<file path="src/sv/rbpf_pkg.sv">
// Shared types and constants for the relay bank pulse/failsafe controller.
// No dependencies; imported by the core, front and back modules of the block.
`timescale 1ns / 1ps

package rbpf_pkg;

    // Fixed field widths
    localparam int RELAY_W   = 8;
    localparam int NOW_W     = 32;
    localparam int CFG_W     = 64;
    localparam int CFG_IDX_W = 3;
    localparam int SRC_W     = 5;
    localparam int STATUS_W  = 2;

    // Configuration register indexes
    localparam logic [CFG_IDX_W-1:0] REG_HOLD_MASK      = 3'd0;
    localparam logic [CFG_IDX_W-1:0] REG_MOMENTARY_MASK = 3'd1;
    localparam logic [CFG_IDX_W-1:0] REG_PULSE_LOW      = 3'd2;
    localparam logic [CFG_IDX_W-1:0] REG_PULSE_HIGH     = 3'd3;
    localparam logic [CFG_IDX_W-1:0] REG_DRIVE_HIGH     = 3'd4;
    localparam logic [CFG_IDX_W-1:0] REG_SAVE_HOLDOFF   = 3'd5;

    // Change source tags; FAILSAFE and PULSE_END lie beyond the requester range
    localparam logic [SRC_W-1:0] SRC_NONE      = 5'd0;
    localparam logic [SRC_W-1:0] SRC_FAILSAFE  = 5'd16;
    localparam logic [SRC_W-1:0] SRC_PULSE_END = 5'd17;

    // Status codes
    localparam logic [STATUS_W-1:0] ST_OK      = 2'd0;
    localparam logic [STATUS_W-1:0] ST_BAD_CH  = 2'd1;
    localparam logic [STATUS_W-1:0] ST_WR_FAIL = 2'd2;

    // Item kind, encoded as on the mode port
    typedef enum logic [1:0] {
        OP_SET  = 2'd0,
        OP_LINK = 2'd1,
        OP_TICK = 2'd2,
        OP_NONE = 2'd3
    } op_t;

    // Classified item passed from front to back
    typedef struct packed {
        op_t                op;
        logic               ch_valid;
        logic [RELAY_W-1:0] ch_bit;
        logic               turn_on;
        logic [3:0]         requester;
        logic [NOW_W-1:0]   now_ms;
        logic               write_ok;
        logic               save_ok;
    } cmd_t;

    // One result item
    typedef struct packed {
        logic [RELAY_W-1:0]  relay_state;
        logic [RELAY_W-1:0]  changed_bits;
        logic [SRC_W-1:0]    change_source;
        logic                write_strobe;
        logic [RELAY_W-1:0]  drive_value;
        logic [STATUS_W-1:0] status;
        logic                bus_fault;
        logic                save_strobe;
        logic [RELAY_W-1:0]  save_value;
    } res_t;

endpackage

</file>
<file path="src/sv/relay_bank_pulse_failsafe_ctrl_core.sv">
// Top level of the relay bank pulse/failsafe controller.
// Depends on rbpf_pkg, rbpf_front, rbpf_fifo and rbpf_back.
`timescale 1ns / 1ps

//  channel  | handshake        | payload
//  ---------+------------------+-------------------------------------------------
//  input    | push / full      | mode, channel, turn_on, requester, now_ms,
//           |                  | write_ok, save_ok
//  result   | empty / pop      | relay_state, changed_bits, change_source,
//           |                  | write_strobe, drive_value, status, bus_fault,
//           |                  | save_strobe, save_value
//  config   | wr_en            | wr_index, wr_data
//
// One item per cycle sustained while the result side pops every cycle. An item
// goes from the input into a two-entry command queue, is executed
// combinationally by the back end (eight deadline comparators in parallel) and
// is registered in a two-entry result queue, from which it shows on the result
// ports. Reset is asynchronous and clears state and queues; configuration
// returns to its documented defaults. A stalled result side fills the result
// queue, then the command queue, then raises full.

module relay_bank_pulse_failsafe_ctrl_core
    import rbpf_pkg::*;
#(
    parameter int RELAY_COUNT    = 8,
    parameter int PULSE_LEN_BITS = 16
) (
    input  logic                 clk,
    input  logic                 rst_n,
    // input items
    input  logic                 push,
    output logic                 full,
    input  logic [1:0]           mode,
    input  logic [3:0]           channel,
    input  logic                 turn_on,
    input  logic [3:0]           requester,
    input  logic [NOW_W-1:0]     now_ms,
    input  logic                 write_ok,
    input  logic                 save_ok,
    // result items
    output logic                 empty,
    input  logic                 pop,
    output logic [RELAY_W-1:0]   relay_state,
    output logic [RELAY_W-1:0]   changed_bits,
    output logic [SRC_W-1:0]     change_source,
    output logic                 write_strobe,
    output logic [RELAY_W-1:0]   drive_value,
    output logic [STATUS_W-1:0]  status,
    output logic                 bus_fault,
    output logic                 save_strobe,
    output logic [RELAY_W-1:0]   save_value,
    // configuration
    input  logic                 wr_en,
    input  logic [CFG_IDX_W-1:0] wr_index,
    input  logic [CFG_W-1:0]     wr_data
);

    localparam int QDEPTH = 2;

    cmd_t cmd_in, cmd_out;
    res_t res_in, res_out;
    logic cmd_empty, cmd_pop;
    logic res_full, res_push;
    logic [$bits(cmd_t)-1:0] cmd_q_data;
    logic [$bits(res_t)-1:0] res_q_data;

    // classify incoming items
    rbpf_front #(
        .RELAY_COUNT (RELAY_COUNT)
    ) u_front (
        .mode      (mode),
        .channel   (channel),
        .turn_on   (turn_on),
        .requester (requester),
        .now_ms    (now_ms),
        .write_ok  (write_ok),
        .save_ok   (save_ok),
        .cmd       (cmd_in)
    );

    // command queue between front and back
    rbpf_fifo #(
        .WIDTH ($bits(cmd_t)),
        .DEPTH (QDEPTH)
    ) u_cmd_q (
        .clk     (clk),
        .rst_n   (rst_n),
        .push    (push),
        .wr_data (cmd_in),
        .full    (full),
        .pop     (cmd_pop),
        .rd_data (cmd_q_data),
        .empty   (cmd_empty)
    );

    assign cmd_out = cmd_t'(cmd_q_data);

    // execute items against relay state
    rbpf_back #(
        .RELAY_COUNT    (RELAY_COUNT),
        .PULSE_LEN_BITS (PULSE_LEN_BITS)
    ) u_back (
        .clk       (clk),
        .rst_n     (rst_n),
        .wr_en     (wr_en),
        .wr_index  (wr_index),
        .wr_data   (wr_data),
        .cmd       (cmd_out),
        .cmd_empty (cmd_empty),
        .cmd_pop   (cmd_pop),
        .res_full  (res_full),
        .res_push  (res_push),
        .res       (res_in)
    );

    // result queue
    rbpf_fifo #(
        .WIDTH ($bits(res_t)),
        .DEPTH (QDEPTH)
    ) u_res_q (
        .clk     (clk),
        .rst_n   (rst_n),
        .push    (res_push),
        .wr_data (res_in),
        .full    (res_full),
        .pop     (pop),
        .rd_data (res_q_data),
        .empty   (empty)
    );

    assign res_out       = res_t'(res_q_data);
    assign relay_state   = res_out.relay_state;
    assign changed_bits  = res_out.changed_bits;
    assign change_source = res_out.change_source;
    assign write_strobe  = res_out.write_strobe;
    assign drive_value   = res_out.drive_value;
    assign status        = res_out.status;
    assign bus_fault     = res_out.bus_fault;
    assign save_strobe   = res_out.save_strobe;
    assign save_value    = res_out.save_value;

endmodule

</file>
<file path="src/sv/rbpf_fifo.sv">
// Small register queue with first-word fall-through read.
// No package dependency; used for the command and result queues.
`timescale 1ns / 1ps

module rbpf_fifo #(
    parameter int WIDTH = 8,
    parameter int DEPTH = 2
) (
    input  logic             clk,
    input  logic             rst_n,
    input  logic             push,
    input  logic [WIDTH-1:0] wr_data,
    output logic             full,
    input  logic             pop,
    output logic [WIDTH-1:0] rd_data,
    output logic             empty
);

    localparam int PTR_W = (DEPTH > 1) ? $clog2(DEPTH) : 1;
    localparam int CNT_W = $clog2(DEPTH + 1);
    localparam logic [PTR_W-1:0] LAST = PTR_W'(DEPTH - 1);

    logic [WIDTH-1:0] mem_reg [DEPTH];
    logic [PTR_W-1:0] wr_ptr_reg, rd_ptr_reg;
    logic [CNT_W-1:0] count_reg;
    logic             do_push, do_pop;

    assign full    = (count_reg == CNT_W'(DEPTH));
    assign empty   = (count_reg == '0);
    assign do_push = push && !full;
    assign do_pop  = pop && !empty;
    assign rd_data = mem_reg[rd_ptr_reg];

    // storage
    always_ff @(posedge clk)
    begin
        if (do_push)
        begin
            mem_reg[wr_ptr_reg] <= wr_data;
        end
    end

    // pointers and fill count
    always_ff @(posedge clk or negedge rst_n)
    begin
        if (!rst_n)
        begin
            wr_ptr_reg <= '0;
            rd_ptr_reg <= '0;
            count_reg  <= '0;
        end
        else
        begin
            if (do_push)
            begin
                wr_ptr_reg <= (wr_ptr_reg == LAST) ? '0 : wr_ptr_reg + 1'b1;
            end
            if (do_pop)
            begin
                rd_ptr_reg <= (rd_ptr_reg == LAST) ? '0 : rd_ptr_reg + 1'b1;
            end
            if (do_push && !do_pop)
            begin
                count_reg <= count_reg + 1'b1;
            end
            else if (do_pop && !do_push)
            begin
                count_reg <= count_reg - 1'b1;
            end
        end
    end

endmodule

</file>
<file path="src/sv/rbpf_front.sv">
// Front end: decodes the item kind and checks/decodes the channel number.
// Depends on rbpf_pkg.
`timescale 1ns / 1ps

module rbpf_front
    import rbpf_pkg::*;
#(
    parameter int RELAY_COUNT = 8
) (
    input  logic [1:0]       mode,
    input  logic [3:0]       channel,
    input  logic             turn_on,
    input  logic [3:0]       requester,
    input  logic [NOW_W-1:0] now_ms,
    input  logic             write_ok,
    input  logic             save_ok,
    output cmd_t             cmd
);

    logic [2:0] ch_idx;

    assign ch_idx = 3'(channel - 4'd1);

    // item kind: op codes match the mode port one to one
    assign cmd.op = op_t'(mode);

    // channel range check and one-hot relay select
    assign cmd.ch_valid  = (channel != 4'd0) && (channel <= 4'(RELAY_COUNT));
    assign cmd.ch_bit    = RELAY_W'(1) << ch_idx;
    assign cmd.turn_on   = turn_on;
    assign cmd.requester = requester;
    assign cmd.now_ms    = now_ms;
    assign cmd.write_ok  = write_ok;
    assign cmd.save_ok   = save_ok;

endmodule

</file>
<file path="src/sv/rbpf_back.sv">
// Back end: configuration registers, relay/pulse/save state and item execution.
// Depends on rbpf_pkg.
`timescale 1ns / 1ps

module rbpf_back
    import rbpf_pkg::*;
#(
    parameter int RELAY_COUNT    = 8,
    parameter int PULSE_LEN_BITS = 16
) (
    input  logic                 clk,
    input  logic                 rst_n,
    // configuration writes
    input  logic                 wr_en,
    input  logic [CFG_IDX_W-1:0] wr_index,
    input  logic [CFG_W-1:0]     wr_data,
    // command queue side
    input  cmd_t                 cmd,
    input  logic                 cmd_empty,
    output logic                 cmd_pop,
    // result queue side
    input  logic                 res_full,
    output logic                 res_push,
    output res_t                 res
);

    localparam logic [RELAY_W-1:0] CH_MASK = RELAY_W'((1 << RELAY_COUNT) - 1);

    // configuration
    logic [RELAY_W-1:0] hold_mask_reg, momentary_mask_reg;
    logic [CFG_W-1:0]   pulse_low_reg, pulse_high_reg;
    logic               drive_high_reg;
    logic [NOW_W-1:0]   holdoff_reg;

    // state
    logic [RELAY_W-1:0] relay_mask_reg, relay_mask_next;
    logic [RELAY_W-1:0] running_reg, running_next;
    logic [NOW_W-1:0]   deadline_reg [RELAY_COUNT];
    logic               save_pending_reg, save_pending_next;
    logic [NOW_W-1:0]   last_save_reg, last_save_next;
    logic               hexp_reg, hexp_next;
    logic               fault_reg, fault_next;

    // datapath
    logic [NOW_W-1:0]   pulse_len [RELAY_COUNT];
    logic [NOW_W-1:0]   lane_age [RELAY_COUNT];
    logic [NOW_W-1:0]   sel_len;
    logic [NOW_W-1:0]   new_deadline;
    logic               start_pulse;
    logic [RELAY_W-1:0] ended;
    logic [RELAY_W-1:0] held;
    logic [RELAY_W-1:0] target;
    logic               commit_req;
    logic               need_write;
    logic               commit_ok;
    logic [NOW_W-1:0]   since_save;

    assign cmd_pop  = !cmd_empty && !res_full;
    assign res_push = cmd_pop;
    assign held     = hold_mask_reg & CH_MASK;

    // per-lane pulse length, expiry and selected length
    always_comb
    begin
        sel_len = '0;
        ended   = '0;
        for (int i = 0; i < RELAY_COUNT; i++)
        begin
            if (i < 4)
            begin
                pulse_len[i] = NOW_W'(pulse_low_reg[16*(i%4) +: PULSE_LEN_BITS]);
            end
            else
            begin
                pulse_len[i] = NOW_W'(pulse_high_reg[16*(i%4) +: PULSE_LEN_BITS]);
            end
            if (cmd.ch_bit[i])
            begin
                sel_len = pulse_len[i];
            end
            // wrap-safe: deadline reached when now - deadline is non-negative
            lane_age[i] = cmd.now_ms - deadline_reg[i];
            ended[i]    = running_reg[i] && !lane_age[i][NOW_W-1];
        end
    end

    assign new_deadline = cmd.now_ms + sel_len;

    // commit target per item kind
    always_comb
    begin
        commit_req = 1'b0;
        target     = relay_mask_reg;
        case (cmd.op)
            OP_SET:
            begin
                commit_req = cmd.ch_valid;
                target     = cmd.turn_on ? (relay_mask_reg | cmd.ch_bit)
                                         : (relay_mask_reg & ~cmd.ch_bit);
            end
            OP_LINK:
            begin
                commit_req = 1'b1;
                target     = relay_mask_reg & held;
            end
            OP_TICK:
            begin
                commit_req = (ended != '0);
                target     = relay_mask_reg & ~ended;
            end
            default:
            begin
                commit_req = 1'b0;
            end
        endcase
    end

    assign need_write = commit_req && (target != relay_mask_reg);
    assign commit_ok  = !need_write || cmd.write_ok;

    // state update and result
    always_comb
    begin
        relay_mask_next   = relay_mask_reg;
        running_next      = running_reg;
        save_pending_next = save_pending_reg;
        last_save_next    = last_save_reg;
        hexp_next         = hexp_reg;
        fault_next        = fault_reg;
        start_pulse       = 1'b0;
        since_save        = '0;

        res.change_source = SRC_NONE;
        res.status        = ST_OK;
        res.write_strobe  = need_write;
        res.drive_value   = '0;
        res.save_strobe   = 1'b0;
        res.save_value    = '0;

        // expander write
        if (need_write)
        begin
            res.drive_value = drive_high_reg ? target : ~target;
            fault_next      = !cmd.write_ok;
            if (cmd.write_ok)
            begin
                relay_mask_next = target;
                if (((target ^ relay_mask_reg) & held) != '0)
                begin
                    save_pending_next = 1'b1;
                end
            end
        end

        case (cmd.op)
            OP_SET:
            begin
                res.change_source = {1'b0, cmd.requester};
                if (!cmd.ch_valid)
                begin
                    res.status = ST_BAD_CH;
                end
                else if (!commit_ok)
                begin
                    res.status = ST_WR_FAIL;
                end
                else if (cmd.turn_on)
                begin
                    if ((momentary_mask_reg & cmd.ch_bit) != '0)
                    begin
                        start_pulse  = 1'b1;
                        running_next = running_reg | cmd.ch_bit;
                    end
                end
                else
                begin
                    running_next = running_reg & ~cmd.ch_bit;
                end
            end
            OP_LINK:
            begin
                res.change_source = SRC_FAILSAFE;
                if (commit_ok)
                begin
                    running_next = running_reg & held;
                end
                else
                begin
                    res.status = ST_WR_FAIL;
                end
            end
            OP_TICK:
            begin
                res.change_source = SRC_PULSE_END;
                if (commit_ok)
                begin
                    running_next = running_reg & ~ended;
                end
                else
                begin
                    res.status = ST_WR_FAIL;
                end
                // deferred save after the pulse ends are applied
                since_save = cmd.now_ms - last_save_reg;
                if (save_pending_next && (hexp_reg || since_save >= holdoff_reg))
                begin
                    res.save_strobe = 1'b1;
                    res.save_value  = relay_mask_next & held;
                    if (cmd.save_ok)
                    begin
                        save_pending_next = 1'b0;
                    end
                    last_save_next = cmd.now_ms;
                    hexp_next      = 1'b0;
                end
            end
            default:
            begin
                res.change_source = SRC_NONE;
            end
        endcase

        res.relay_state  = relay_mask_next;
        res.changed_bits = relay_mask_reg ^ relay_mask_next;
        res.bus_fault    = fault_next;
    end

    // configuration registers
    always_ff @(posedge clk or negedge rst_n)
    begin
        if (!rst_n)
        begin
            hold_mask_reg      <= '0;
            momentary_mask_reg <= '0;
            pulse_low_reg      <= '0;
            pulse_high_reg     <= '0;
            drive_high_reg     <= 1'b1;
            holdoff_reg        <= NOW_W'(1000);
        end
        else if (wr_en)
        begin
            unique case (wr_index)
                REG_HOLD_MASK:      hold_mask_reg      <= wr_data[RELAY_W-1:0];
                REG_MOMENTARY_MASK: momentary_mask_reg <= wr_data[RELAY_W-1:0];
                REG_PULSE_LOW:      pulse_low_reg      <= wr_data;
                REG_PULSE_HIGH:     pulse_high_reg     <= wr_data;
                REG_DRIVE_HIGH:     drive_high_reg     <= wr_data[0];
                REG_SAVE_HOLDOFF:   holdoff_reg        <= wr_data[NOW_W-1:0];
                default:            ;
            endcase
        end
    end

    // controller state
    always_ff @(posedge clk or negedge rst_n)
    begin
        if (!rst_n)
        begin
            relay_mask_reg   <= '0;
            running_reg      <= '0;
            save_pending_reg <= 1'b0;
            last_save_reg    <= '0;
            hexp_reg         <= 1'b1;
            fault_reg        <= 1'b0;
        end
        else if (cmd_pop)
        begin
            relay_mask_reg   <= relay_mask_next;
            running_reg      <= running_next;
            save_pending_reg <= save_pending_next;
            last_save_reg    <= last_save_next;
            hexp_reg         <= hexp_next;
            fault_reg        <= fault_next;
        end
    end

    // pulse deadlines, one lane per relay
    always_ff @(posedge clk or negedge rst_n)
    begin
        if (!rst_n)
        begin
            for (int i = 0; i < RELAY_COUNT; i++)
            begin
                deadline_reg[i] <= '0;
            end
        end
        else
        begin
            for (int i = 0; i < RELAY_COUNT; i++)
            begin
                if (cmd_pop && start_pulse && cmd.ch_bit[i])
                begin
                    deadline_reg[i] <= new_deadline;
                end
            end
        end
    end

endmodule

</file>
<file path="config.mk">
export PLATFORM = sky130hd
export DESIGN_NAME = relay_bank_pulse_failsafe_ctrl_core
export DESIGN_NICKNAME = d
export VERILOG_FILES = /design/src/sv/rbpf_pkg.sv /design/src/sv/relay_bank_pulse_failsafe_ctrl_core.sv /design/src/sv/rbpf_fifo.sv /design/src/sv/rbpf_front.sv /design/src/sv/rbpf_back.sv
export SDC_FILE = /design/constraint.sdc
export NUM_CORES = 1
export LEC_CHECK = 0
export ABC_AREA = 1
export CAP_MARGIN = 10
export CORE_ASPECT_RATIO = 0.6
export CORE_MARGIN = 1
export CORE_UTILIZATION = 40
export DETAILED_ROUTE_END_ITERATION = 8
export DONT_BUFFER_PORTS = 1
export GPL_ROUTABILITY_DRIVEN = 0
export HOLD_SLACK_MARGIN = 0.05
export PLACE_DENSITY_LB_ADDON = 0.12
export SLEW_MARGIN = 30
export SYNTH_ARGS = -nofsm -noshare
export SYNTH_HDL_FRONTEND = slang
export SYNTH_HIERARCHICAL = 1
export SYNTH_SLANG_ARGS = --single-unit
</file>
<file path="constraint.sdc">
create_clock -name clk -period 5.3 [get_ports clk]
set_clock_uncertainty 0.15 [all_clocks]
set_input_delay 0.265 -clock clk [delete_from_list [all_inputs] [get_ports clk]]
set_output_delay 0.265 -clock clk [all_outputs]
set_load 0.1 [all_outputs]
</file>
==> impl_results.md <==
* Number of global-route vias before repair at roughly 28,000
* Crit path largest cell delay at roughly 0.42 ns
* Unique masters post-synth at 55
* Synth top area share at about a third
* Hold Crit Depth at 3
* Crit path arrival time at 5.40 ns
* Core area at between 90,000 and 100,000 um2
* Period utilization at between 90% and 100%
* H-tree levels at 3
* Final wirelength at about 120,000 um
* Reg-to-reg slack, setup at 0.28 ns
* Crit-path most repeated cell: nand2_1
* Initial DRC Count at approximately 3,100
* DR pass1 iterations at 7
* Most frequent cell after synthesis: nand2_1
* Fin crit period at 5.02 ns
* Headroom to the max-slew limit at about 23%
* Crit end category: flip-flop
* Max stage delay cell, worst path: dfrtp_2
* Area Overhead vs Synth at 16.1%
* Number of remaining DRC errors at 0
* Reg2reg path depth at 29
* GRT Overall Usage at between 20% and 30%
* # IOs at approximately 160
* Max reg flops at 256
* Register area share after synthesis at a little under half
* Hold path endpoint: u_back/held[1]$_DFFE_PN0P_
* Hold crit path type: primary input to flip-flop
* Max Buffers Root-to-Sink at 3
* Initial Util at between 40% and 50%
* Cells after Synth at between 4,000 and 5,000
* Total CTS buffers at 69
* CTS tree: done
* Crit path max fanout at 28
* Final ANT Viol Nets at 0
* Global-route wire length before repair at between 150,000 and 200,000 um
* DR WL/cell at about 20 um
* Maxcap violations at 0
* Final nets at between 5,000 and 6,000
* Clock Sinks at slightly below 700
* Top post-synthesis cells by count: nand2_1, inv_1, dfrtp_1
* Crit path kind: flip-flop to flip-flop
* Worst R2R Start: u_cmd_q/rd_ptr_reg$_DFFE_PN0P_
* # setup viols final at 0
* Hold Path Origin: wr_index[2]
* Post-synthesis average cell area at around 8.4 um2
* Number of synthesized flops with an enable pin at between 150 and 200
* Die area at roughly 96,000 um2
* Primary FF master, synth: dfrtp_1
* Post-Syn Nets at between 4,000 and 5,000
* Max Slew Vio Count at 0
* Row count at 86
* FF-to-FF End: u_back/deadline_reg[148]$_DFFE_PN0P_
* Fill cells at roughly 9,000
* Pin count of the biggest net entering global routing at 493
* Die height at about 240 um
* Worst-path clk slew at around 0.07 ns
* Hold Fails Final Rpt at 0
* Vias at 30,300
* Setup TNS at 0 ns
* Leading area contributor after synthesis: dfrtp_1
* IO buf count at 0
* Tightest Pin Transition at around 1.2 ns
* Worst skew pair latency at around 0.67 ns
* Layout cell share with drive strength beyond 1 at 8.31%
* Async S/R FF share, synth at between 70% and 80%
* Initial antenna violation count at 9
* Die width at roughly 400 um
* Startpoint Class: flip-flop
* Yosys warnings at 6
* FMAX at around 0.2 GHz
* Outcome: completed
* Total grt overflow at 0
* Synth top area cells: dfrtp_1, edfxtp_1, nand2_1
* Yosys reg bits at 676
* Worst EP required at approximately 5.7 ns
* Post-Syn Area at 37,700 um2
* Vias/cell at 5.07
* Root buf cell: clkbuf_16
* Hpwl dp at 86,700 um
==> kinds of logic (layout without fill, tap and decap cells) <==
group / after synthesis / count (layout) / share of synthesized area, %
compound gates: 809 / 809 / 11.2
xor+xnor: 79 / 79 / 1.83
fa+ha+maj: 329 / 329 / 10.9
buf+inv: 776 / 1001 / 8.78
flops: 676 / 676 / 47.3
mux: 11 / 11 / 0.292
other cells: 0 / 4 / 0
simple gates: 1836 / 1836 / 19.6
==> what timing repair did <==
item / CTS / global route
buffers inserted: 0 / 6
gates resized for setup: 2 / 71
hold buffers: 117 / 4
pin swaps: 0 / 4
hold endpoints to repair: 795 / 367
setup endpoints to repair: 20 / 358
cloned: 0 / 3
==> how the worst max path moves through the flow <==
stage	from	to	slack, ns
after floorplan	u_cmd_q/rd_ptr_reg$_DFFE_PN0P_	u_res_q/mem_reg[0][0]$_DFFE_PP_	0.30
after global placement	u_cmd_q/rd_ptr_reg$_DFFE_PN0P_	u_back/deadline_reg[253]$_DFFE_PN0P_	0.06
after detailed placement	u_cmd_q/rd_ptr_reg$_DFFE_PN0P_	u_back/last_save_reg[1]$_DFFE_PN0P_	0.002
after CTS	u_cmd_q/rd_ptr_reg$_DFFE_PN0P_	u_back/last_save_reg[1]$_DFFE_PN0P_	0.08
after global routing	u_cmd_q/rd_ptr_reg$_DFFE_PN0P_	u_back/deadline_reg[148]$_DFFE_PN0P_	-0.005
final	u_cmd_q/rd_ptr_reg$_DFFE_PN0P_	u_back/deadline_reg[148]$_DFFE_PN0P_	0.28
==> worst max-delay path: cells and delay by family (launching register included) <==
kind / cells / cell delay (ns)
AOI/OAI and AO/OA: 1 / 0.13
adders and majority gates: 1 / 0.33
buffers and inverters: 6 / 1.05
DFF: 1 / 0.42
and+or+nand+nor: 21 / 2.74
==> metrics by stage <==
step / instance area, um2 / utilization, % / hold WS, ns / std cells / setup slack [ns]
2_1_floorplan: 37700 / - / -0.181 / 4516 / 0.296
6_report: 43800 / 47.3 / 0.0948 / 5977 / 0.275
4_1_cts: 43200 / 46.7 / -0.852 / 5957 / 0.0794
3_5_place_dp: 39800 / 42.9 / -0.144 / 5715 / 0.00200
3_3_place_gp: 39700 / 42.9 / -0.143 / 5715 / 0.0591
5_1_grt: 43800 / 47.3 / 0.0902 / 5974 / -0.00520
==> placed cells by master (no fill, tap or decap), drive strengths merged, types with 5 or more instances in the layout <==
cell type | netlist | layout
nand2 | 1421 | 1421
inv | 568 | 571
o21ai | 524 | 524
dfrtp | 484 | 484
ha | 327 | 327
a21oi | 210 | 210
nor2 | 200 | 200
edfxtp | 184 | 184
buf | 106 | 182
dlygate4sd3 | 0 | 119
nand3 | 110 | 110
clkbuf | 97 | 93
nand4 | 66 | 66
xor2 | 47 | 47
xnor2 | 32 | 32
clkinv | 5 | 26
nor3 | 22 | 22
a31oi | 18 | 18
o211ai | 16 | 16
mux2i | 11 | 11
a21o | 11 | 11
or2 | 8 | 8
dfstp | 8 | 8
o311ai | 7 | 7
bufinv | 0 | 6
a21boi | 5 | 5
==> cell type report <==
type / count / area, um2 / share of cell area (%)
flip-flops and latches: 676 / 17800 / 40.7
well taps: 1232 / 1540 / 3.52
multi-input cells: 3064 / 16900 / 38.6
clock inverters: 34 / 354 / 0.808
clock buffers: 91 / 1910 / 4.36
diodes: 4 / 10.0 / 0.0228
inverters: 573 / 2160 / 4.93
repair buffers: 303 / 3080 / 7.03
==> per-layer routing <==
| layer | vias up | wire length (um) | track usage (%) |
|---|---|---|---|
| met5 | - | 63 | 0 |
| met4 | 10 | 1820 | 4.76 |
| met3 | 121 | 11800 | 7.67 |
| met2 | 958 | 45900 | 32.0 |
| met1 | 14200 | 62100 | 40.3 |
| li1 | 15000 | - | - |
Power is not shown: default switching activity piles up to over one toggle a cycle in this logic, so the estimate is an artifact.
